### src/design/wast_pkg.sv
`default_nettype none

package wast_pkg;

  // Position and count fields of the probe are wide enough for tables of up to 127 entries.
  localparam int IDX_W = 7;

  typedef enum logic [2:0] {
    OP_ADD        = 3'd0,
    OP_DELETE     = 3'd1,
    OP_SET_ENABLE = 3'd2,
    OP_TICK       = 3'd3,
    OP_READ       = 3'd4
  } opcode_t;

  typedef enum logic [1:0] {
    ST_OK        = 2'd0,
    ST_DUPLICATE = 2'd1,
    ST_FULL      = 2'd2,
    ST_RANGE     = 2'd3
  } status_t;

  typedef enum logic [2:0] {
    ACT_NONE,
    ACT_ADD,
    ACT_DELETE,
    ACT_SET_ENABLE,
    ACT_TICK,
    ACT_READ
  } act_t;

  typedef struct packed {
    logic [4:0] hour;
    logic [5:0] minute;
    logic [6:0] weekdays;
    logic       enable;
    logic       fired_today;
  } entry_t;

  // Token that walks the row of cells, one cell per cycle.
  typedef struct packed {
    logic             valid;
    act_t             act;
    status_t          status;
    logic             clear_fired;
    logic             enable;
    logic [4:0]       hour;
    logic [5:0]       minute;
    logic [6:0]       weekdays;
    logic [2:0]       now_weekday;
    logic [4:0]       now_hour;
    logic [5:0]       now_minute;
    logic [IDX_W-1:0] index;
    logic [IDX_W-1:0] count;
    logic             hit;
    logic [IDX_W-1:0] hit_index;
    entry_t           rd;
  } probe_t;

endpackage

`default_nettype wire

### src/design/wast_cell.sv
`default_nettype none

module wast_cell #(
  parameter int CELL_INDEX = 0
) (
  input  wire                 clk,
  input  wire                 rst,
  input  wast_pkg::probe_t    probe_in,
  input  wast_pkg::entry_t    next_entry,
  output wast_pkg::probe_t    probe_out,
  output wast_pkg::entry_t    entry_out
);

  localparam logic [wast_pkg::IDX_W-1:0] MY_POS = wast_pkg::IDX_W'(CELL_INDEX);

  wast_pkg::entry_t entry;
  wast_pkg::entry_t entry_next;
  wast_pkg::probe_t probe_next;

  logic here;
  logic held;
  logic key_match;
  logic time_match;
  logic fired_now;

  assign here = (probe_in.index == MY_POS);
  assign held = (MY_POS < probe_in.count);
  assign key_match = (entry.hour == probe_in.hour) && (entry.minute == probe_in.minute) &&
                     (entry.weekdays == probe_in.weekdays);
  assign fired_now = probe_in.clear_fired ? 1'b0 : entry.fired_today;
  // A weekday code of seven selects the zero above the mask and never matches.
  assign time_match = entry.enable && !fired_now &&
                      (({1'b0, entry.weekdays} >> probe_in.now_weekday) & 8'd1) != 8'd0 &&
                      (entry.hour == probe_in.now_hour) &&
                      (({1'b0, entry.minute} == {1'b0, probe_in.now_minute}) ||
                       (({1'b0, entry.minute} + 7'd1) == {1'b0, probe_in.now_minute}));

  always_comb begin
    probe_next = probe_in;
    entry_next = entry;
    if (probe_in.valid) begin
      unique case (probe_in.act)
        wast_pkg::ACT_ADD: begin
          if (held && key_match) begin
            probe_next.hit = 1'b1;
          end else if (here && !probe_in.hit) begin
            entry_next.hour        = probe_in.hour;
            entry_next.minute      = probe_in.minute;
            entry_next.weekdays    = probe_in.weekdays;
            entry_next.enable      = probe_in.enable;
            entry_next.fired_today = 1'b0;
          end
        end
        wast_pkg::ACT_DELETE: begin
          // The neighbour above has not yet seen the probe, so it still holds its old entry.
          if (MY_POS >= probe_in.index) begin
            entry_next = next_entry;
          end
        end
        wast_pkg::ACT_SET_ENABLE: begin
          if (here) begin
            entry_next.enable      = probe_in.enable;
            entry_next.fired_today = 1'b0;
          end
        end
        wast_pkg::ACT_TICK: begin
          if (held) begin
            entry_next.fired_today = fired_now;
            if (!probe_in.hit && time_match) begin
              entry_next.fired_today = 1'b1;
              probe_next.hit         = 1'b1;
              probe_next.hit_index   = MY_POS;
            end
          end
        end
        wast_pkg::ACT_READ: begin
          if (here) begin
            probe_next.rd = entry;
          end
        end
        default: begin
        end
      endcase
    end
  end

  always_ff @(posedge clk) begin
    entry <= entry_next;
  end

  always_ff @(posedge clk) begin
    if (rst) begin
      probe_out <= '0;
    end else begin
      probe_out <= probe_next;
    end
  end

  assign entry_out = entry;

endmodule

`default_nettype wire

### src/design/weekly_alarm_schedule_table_core.sv
// The input beat is registered into the probe head, walks the cell row, is captured as the
// result and is then written to the output register. A new input beat is taken only once
// the previous result has been handed to the output register.
// A result waiting on the output does not block the next input beat.
// Reset (rst, synchronous, active high) empties the table and forgets the last weekday seen;
// the entry storage itself is not cleared and is never visible beyond the held count.
`default_nettype none

module weekly_alarm_schedule_table_core #(
  parameter int MAX_ENTRIES = 16
) (
  input  wire         clk,
  input  wire         rst,
  input  wire         s_axis_tvalid,
  output logic        s_axis_tready,
  // tdata from bit 0: entry_hour, entry_minute, entry_weekdays, entry_enable, entry_index,
  // time_valid, now_weekday, now_hour, now_minute, zero fill
  input  wire  [39:0] s_axis_tdata,
  // tuser: opcode
  input  wire  [2:0]  s_axis_tuser,
  output logic        m_axis_tvalid,
  input  wire         m_axis_tready,
  // tdata from bit 0: status, fired, fired_index, entry_count, read_hour, read_minute,
  // read_weekdays, read_enable, read_fired_today
  output logic [31:0] m_axis_tdata
);

  // The table is a row of cells, one entry each. Every operation sends a probe into cell 0;
  // it moves one cell per cycle, and each cell acts on its own entry as the probe passes.
  // Because the probe carries the first-hit flag, the earliest matching cell wins, which
  // gives both the duplicate check of an add and the single firing of a tick. A delete lets
  // each cell at or above the index copy its upper neighbour just before the probe reaches
  // that neighbour, so the gap closes in one pass.

  localparam int CW = $clog2(MAX_ENTRIES + 1);

  typedef enum logic [1:0] {
    S_IDLE,
    S_RUN,
    S_DONE
  } state_t;

  state_t state;

  logic [CW-1:0] count;
  logic [2:0]    last_weekday;

  wast_pkg::probe_t probe_head;
  wast_pkg::probe_t start_probe;
  wast_pkg::probe_t result;
  wast_pkg::probe_t probe_chain [MAX_ENTRIES];
  wast_pkg::entry_t entries     [MAX_ENTRIES];
  wast_pkg::probe_t probe_last;

  logic                         accept;
  logic [wast_pkg::IDX_W-1:0]   index_ext;
  logic [wast_pkg::IDX_W-1:0]   count_ext;
  logic                         table_full;
  logic                         out_of_range;
  logic                         tick_valid;
  logic [31:0]                  out_data;

  assign s_axis_tready = (state == S_IDLE);
  assign accept        = s_axis_tvalid && s_axis_tready;
  assign probe_last    = probe_chain[MAX_ENTRIES-1];

  assign index_ext    = wast_pkg::IDX_W'(s_axis_tdata[22:19]);
  assign count_ext    = wast_pkg::IDX_W'(count);
  assign table_full   = (count >= CW'(MAX_ENTRIES));
  assign out_of_range = (index_ext >= count_ext);
  assign tick_valid   = s_axis_tdata[23];

  // Decode the beat into a probe; rejected items travel as a probe that touches nothing.
  always_comb begin
    start_probe             = '0;
    start_probe.valid       = 1'b1;
    start_probe.act         = wast_pkg::ACT_NONE;
    start_probe.status      = wast_pkg::ST_OK;
    start_probe.hour        = s_axis_tdata[4:0];
    start_probe.minute      = s_axis_tdata[10:5];
    start_probe.weekdays    = s_axis_tdata[17:11];
    start_probe.enable      = s_axis_tdata[18];
    start_probe.index       = index_ext;
    start_probe.now_weekday = s_axis_tdata[26:24];
    start_probe.now_hour    = s_axis_tdata[31:27];
    start_probe.now_minute  = s_axis_tdata[37:32];
    start_probe.count       = count_ext;
    unique case (wast_pkg::opcode_t'(s_axis_tuser))
      wast_pkg::OP_ADD: begin
        // A new entry always lands on the first free position.
        start_probe.index = count_ext;
        if (table_full) begin
          start_probe.status = wast_pkg::ST_FULL;
        end else begin
          start_probe.act = wast_pkg::ACT_ADD;
        end
      end
      wast_pkg::OP_DELETE: begin
        if (out_of_range) begin
          start_probe.status = wast_pkg::ST_RANGE;
        end else begin
          start_probe.act = wast_pkg::ACT_DELETE;
        end
      end
      wast_pkg::OP_SET_ENABLE: begin
        if (out_of_range) begin
          start_probe.status = wast_pkg::ST_RANGE;
        end else begin
          start_probe.act = wast_pkg::ACT_SET_ENABLE;
        end
      end
      wast_pkg::OP_TICK: begin
        if (tick_valid) begin
          start_probe.act         = wast_pkg::ACT_TICK;
          start_probe.clear_fired = (s_axis_tdata[26:24] != last_weekday);
        end
      end
      wast_pkg::OP_READ: begin
        if (out_of_range) begin
          start_probe.status = wast_pkg::ST_RANGE;
        end else begin
          start_probe.act = wast_pkg::ACT_READ;
        end
      end
      default: begin
      end
    endcase
  end

  for (genvar k = 0; k < MAX_ENTRIES; k++) begin : g_cell
    wast_pkg::probe_t cell_probe_in;
    wast_pkg::entry_t cell_next_entry;
    if (k == 0) begin : g_first
      assign cell_probe_in = probe_head;
    end else begin : g_rest
      assign cell_probe_in = probe_chain[k-1];
    end
    // The top cell's copy on delete lands beyond the held count, so its own entry will do.
    if (k == MAX_ENTRIES - 1) begin : g_top
      assign cell_next_entry = entries[k];
    end else begin : g_inner
      assign cell_next_entry = entries[k+1];
    end
    wast_cell #(
      .CELL_INDEX(k)
    ) u_cell (
      .clk       (clk),
      .rst       (rst),
      .probe_in  (cell_probe_in),
      .next_entry(cell_next_entry),
      .probe_out (probe_chain[k]),
      .entry_out (entries[k])
    );
  end

  // Result beat, built from the probe that left the last cell and the updated count.
  always_comb begin
    wast_pkg::status_t st;
    logic              fired;
    wast_pkg::entry_t  rd;
    st    = result.status;
    fired = (result.act == wast_pkg::ACT_TICK) && result.hit;
    rd    = (result.act == wast_pkg::ACT_READ) ? result.rd : '0;
    if ((result.act == wast_pkg::ACT_ADD) && result.hit) begin
      st = wast_pkg::ST_DUPLICATE;
    end
    out_data = {rd.fired_today, rd.enable, rd.weekdays, rd.minute, rd.hour, 5'(count),
                fired ? result.hit_index[3:0] : 4'd0, fired, st};
  end

  always_ff @(posedge clk) begin
    if (rst) begin
      state            <= S_IDLE;
      count            <= '0;
      last_weekday     <= 3'd7;
      probe_head.valid <= 1'b0;
      m_axis_tvalid    <= 1'b0;
    end else begin
      // In the done state the output register is refilled below instead.
      if (m_axis_tvalid && m_axis_tready && (state != S_DONE)) begin
        m_axis_tvalid <= 1'b0;
      end
      unique case (state)
        S_IDLE: begin
          if (accept) begin
            probe_head <= start_probe;
            state      <= S_RUN;
            if (start_probe.act == wast_pkg::ACT_TICK) begin
              last_weekday <= start_probe.now_weekday;
            end
          end
        end
        S_RUN: begin
          // The probe has entered the first cell; the head stays empty until the next beat.
          probe_head.valid <= 1'b0;
          if (probe_last.valid) begin
            result <= probe_last;
            state  <= S_DONE;
            if ((probe_last.act == wast_pkg::ACT_ADD) && !probe_last.hit) begin
              count <= count + CW'(1);
            end else if (probe_last.act == wast_pkg::ACT_DELETE) begin
              count <= count - CW'(1);
            end
          end
        end
        S_DONE: begin
          // Wait for the output register to be free before handing the result over.
          if (!m_axis_tvalid || m_axis_tready) begin
            m_axis_tvalid <= 1'b1;
            m_axis_tdata  <= out_data;
            state         <= S_IDLE;
          end
        end
        default: begin
          state <= S_IDLE;
        end
      endcase
    end
  end

  // The held count never exceeds the size of the row.
  a_count_bound: assert property (@(posedge clk) disable iff (rst)
    count <= CW'(MAX_ENTRIES))
    else $error("entry count beyond table size");

  // A probe can only leave the row while an operation is running.
  a_probe_in_run: assert property (@(posedge clk) disable iff (rst)
    probe_last.valid |-> state == S_RUN)
    else $error("probe left the row outside a run");

  // Every accepted beat launches a probe into the first cell.
  a_launch: assert property (@(posedge clk) disable iff (rst)
    accept |=> (state == S_RUN) && probe_head.valid)
    else $error("accepted beat did not launch a probe");

  // A fired alarm always comes with an ok status.
  a_fired_ok: assert property (@(posedge clk) disable iff (rst)
    m_axis_tvalid && m_axis_tdata[2] |-> m_axis_tdata[1:0] == wast_pkg::ST_OK)
    else $error("fired result with non-ok status");

endmodule

`default_nettype wire
### config.mk
export PLATFORM = sky130hd
export DESIGN_NAME = weekly_alarm_schedule_table_core
export DESIGN_NICKNAME = d
export VERILOG_FILES = /design/src/design/wast_pkg.sv /design/src/design/wast_cell.sv /design/src/design/weekly_alarm_schedule_table_core.sv
export SDC_FILE = /design/constraint.sdc
export NUM_CORES = 2
export LEC_CHECK = 0
export ABC_AREA = 1
export BUFFER_PORTS_ARGS = -buffer_cell sky130_fd_sc_hd__buf_2
export CAP_MARGIN = 25
export CELL_PAD_IN_SITES_DETAIL_PLACEMENT = 0
export CELL_PAD_IN_SITES_GLOBAL_PLACEMENT = 1
export CORE_MARGIN = 4
export CORE_UTILIZATION = 52
export DETAILED_ROUTE_END_ITERATION = 10
export PLACE_DENSITY = 0.82
export SYNTH_ARGS = -nofsm -noshare
export SYNTH_HDL_FRONTEND = slang
export SYNTH_HIERARCHICAL = 1
export SYNTH_SLANG_ARGS = --single-unit
### constraint.sdc
create_clock -name clk -period 9.91 [get_ports clk]
set_input_delay 0.4955 -clock clk [delete_from_list [all_inputs] [get_ports clk]]
set_output_delay 0.4955 -clock clk [all_outputs]
set_load 0.05 [all_outputs]
==> impl_metrics.yaml <==
critical_path:
  crit_fanout: 18
  cp-start-kind: "flip-flop"
  endpoint_kind: "flip-flop"
  crit_arrival_ns: 3.12
  crit_required_ns: 10.31
  path_class: "reg2reg"
cells_and_area:
  layout_commonest_cell: "nand2_1"
  postLayoutCoreUtil: 0.587
  layoutNonFillerInstCount: 10400
  num-nets-final: 8634
  final_cell_mix: "1631 x nand2_1, 1480 x nor2_1, 1411 x inv_1"
  diodes: 0
  fillCellCount: 12000
  drive_gt1_frac: 0.0825
  area_delta_synth_final_pct: 12.0
timing:
  fin_tns_setup_ns: 0
  drv_slew: 0
  worst_pin_slew_ns: 1.02
  fmax_mhz: 367
  rsz0062_at_grt: "no"
  period_share: 0.275
  skew_ns: 0.0236
  relSlewSlack: 0.320
  whs_ns: 0.0688
  period_minus_slack_ns: 2.72
  hold_viol: 0
  setup_viol: 0
global_route:
  grt_overflow: 0
  grt_max_degree: 175
  grt_pass1_vias: 49800
  track_usage: 0.250
  grt_pass1_wl_um: 272000
  antenna_found_initial: 0
route:
  drtAntennaViolNets: 0
  vias_per_cell: 5.00
  firstDrtPassIters: 6
  first_iter_violations: 4009
  avgRoutedWirePerCell_um: 16.5
  wl_um: 173000
  vias: 52300
  drc: 0
pwr:
  power_mw: 13.7
  peakVddDrop_mv: 0.161
  p_per_area_mw_per_mm2: 180
  leakage_nw: 31.1
floorplanning:
  core-area_mm2: 0.130
  std_cell_rows: 132
  ios: 81
  start_util: 0.524
  fp.dieW_um: 370
  die_y_um: 370
  die-area_mm2: 0.137
clock_network:
  post_cts_buffers: 0
  cts_tree: "built"
  cts-htree-levels: 4
  numCtsBuffers: 170
  clk_pin_slew_ns: 0.06
  clock_sinks: 1655
  cts_hold_buf: 34
  cts_max_path_buffers: 3
  clk_latency_ns: 0.79
  root_buffer: "clkbuf_16"
  cts_resized: 0
placement:
  portBuffers: 78
  hpwl_um: 127000
  dp.cells: 10100
  gp_congestion: 0.873
worst_hold_path:
  hp-class: "in2reg"
synthesis:
  avgSynthCellArea_um2: 8.04
  synth_warnings: 6
  postSynthCellCount: 8468
  netlist_area_mm2: 0.0681
flow_run:
  maxCapViolCount: 0
outcome:
  status: "completed"
power by group:
group	internal, mW	switching, mW	total [mW]	leakage (nW)
Sequential	6.97	0.0435	7.01	13.9
Combinational	0.0867	0.207	0.293	14.4
Clock	3.76	2.64	6.40	2.81
per-stage QoR:
step	area, µm²	setup slack, ns
final	76200	7.19
after global routing	76200	7.01
after CTS	76200	6.87
after detailed placement	70200	6.78
after global placement	70100	6.78
after floorplan	68200	5.70
final cells by class:
| cell class | count | area (µm²) | share of cell area |
|---|---|---|---|
| Clock buffer | 246 | 5060 | 0.0664 |
| Clock inverter | 67 | 613 | 0.00804 |
| Inverter | 1489 | 5590 | 0.0734 |
| Multi-Input combinational cell | 5081 | 24100 | 0.316 |
| Sequential cell | 1655 | 37400 | 0.491 |
| Tap cell | 1742 | 2180 | 0.0286 |
| Timing Repair Buffer | 166 | 1260 | 0.0165 |
layer usage:
layer / GRT usage / vias to the layer above / wire length [µm]
met3: 0.0316 / 272 / 7340
met1: 0.315 / 24400 / 73600
li1: - / 26400 / -
met5: 0 / - / 0
met4: 0.0741 / 0 / 4410
met2: 0.449 / 1138 / 87500
registers in the layout, indices dropped and copies added, names as in the netlist:
| name | count |
|---|---|
| g_cell.cell_probe_in | 50 |
| m_axis_tdata | 32 |
| g_cell.u_cell/entry_out | 320 |
| state | 2 |
| count | 5 |
| m_axis_tvalid | 1 |
| last_weekday | 3 |
| g_cell.u_cell/probe_out | 1212 |
| result | 30 |
path summary, 6_finish.rpt:
path / depth (start not counted) / from / slack [ns] / end
setup / recovery: 10 / g_cell[12].u_cell/entry_out[13] / 7.19 / g_cell[12].u_cell/entry_out[10]
hold / removal: 3 / s_axis_tdata[20] / 0.07 / g_cell[0].cell_probe_in[36]
setup reg to reg: 10 / g_cell[12].u_cell/entry_out[13] / 7.19 / g_cell[12].u_cell/entry_out[10]
hold reg to reg: 2 / g_cell[9].u_cell/probe_out[77] / 0.40 / g_cell[10].u_cell/probe_out[77]
worst max-delay path: stages, from the launching register on:
cell      delay [ns]
edfxtp_1        0.50
inv_1           0.19
nand2_1         0.12
o21ai_0         0.11
nor2_1          0.10
nand2_1         0.07
nor2_1          0.04
nand3_1         0.19
nor2_2          0.07
nor2_1          0.13
o21a_1          0.80
(Power assumes the default switching activity.)
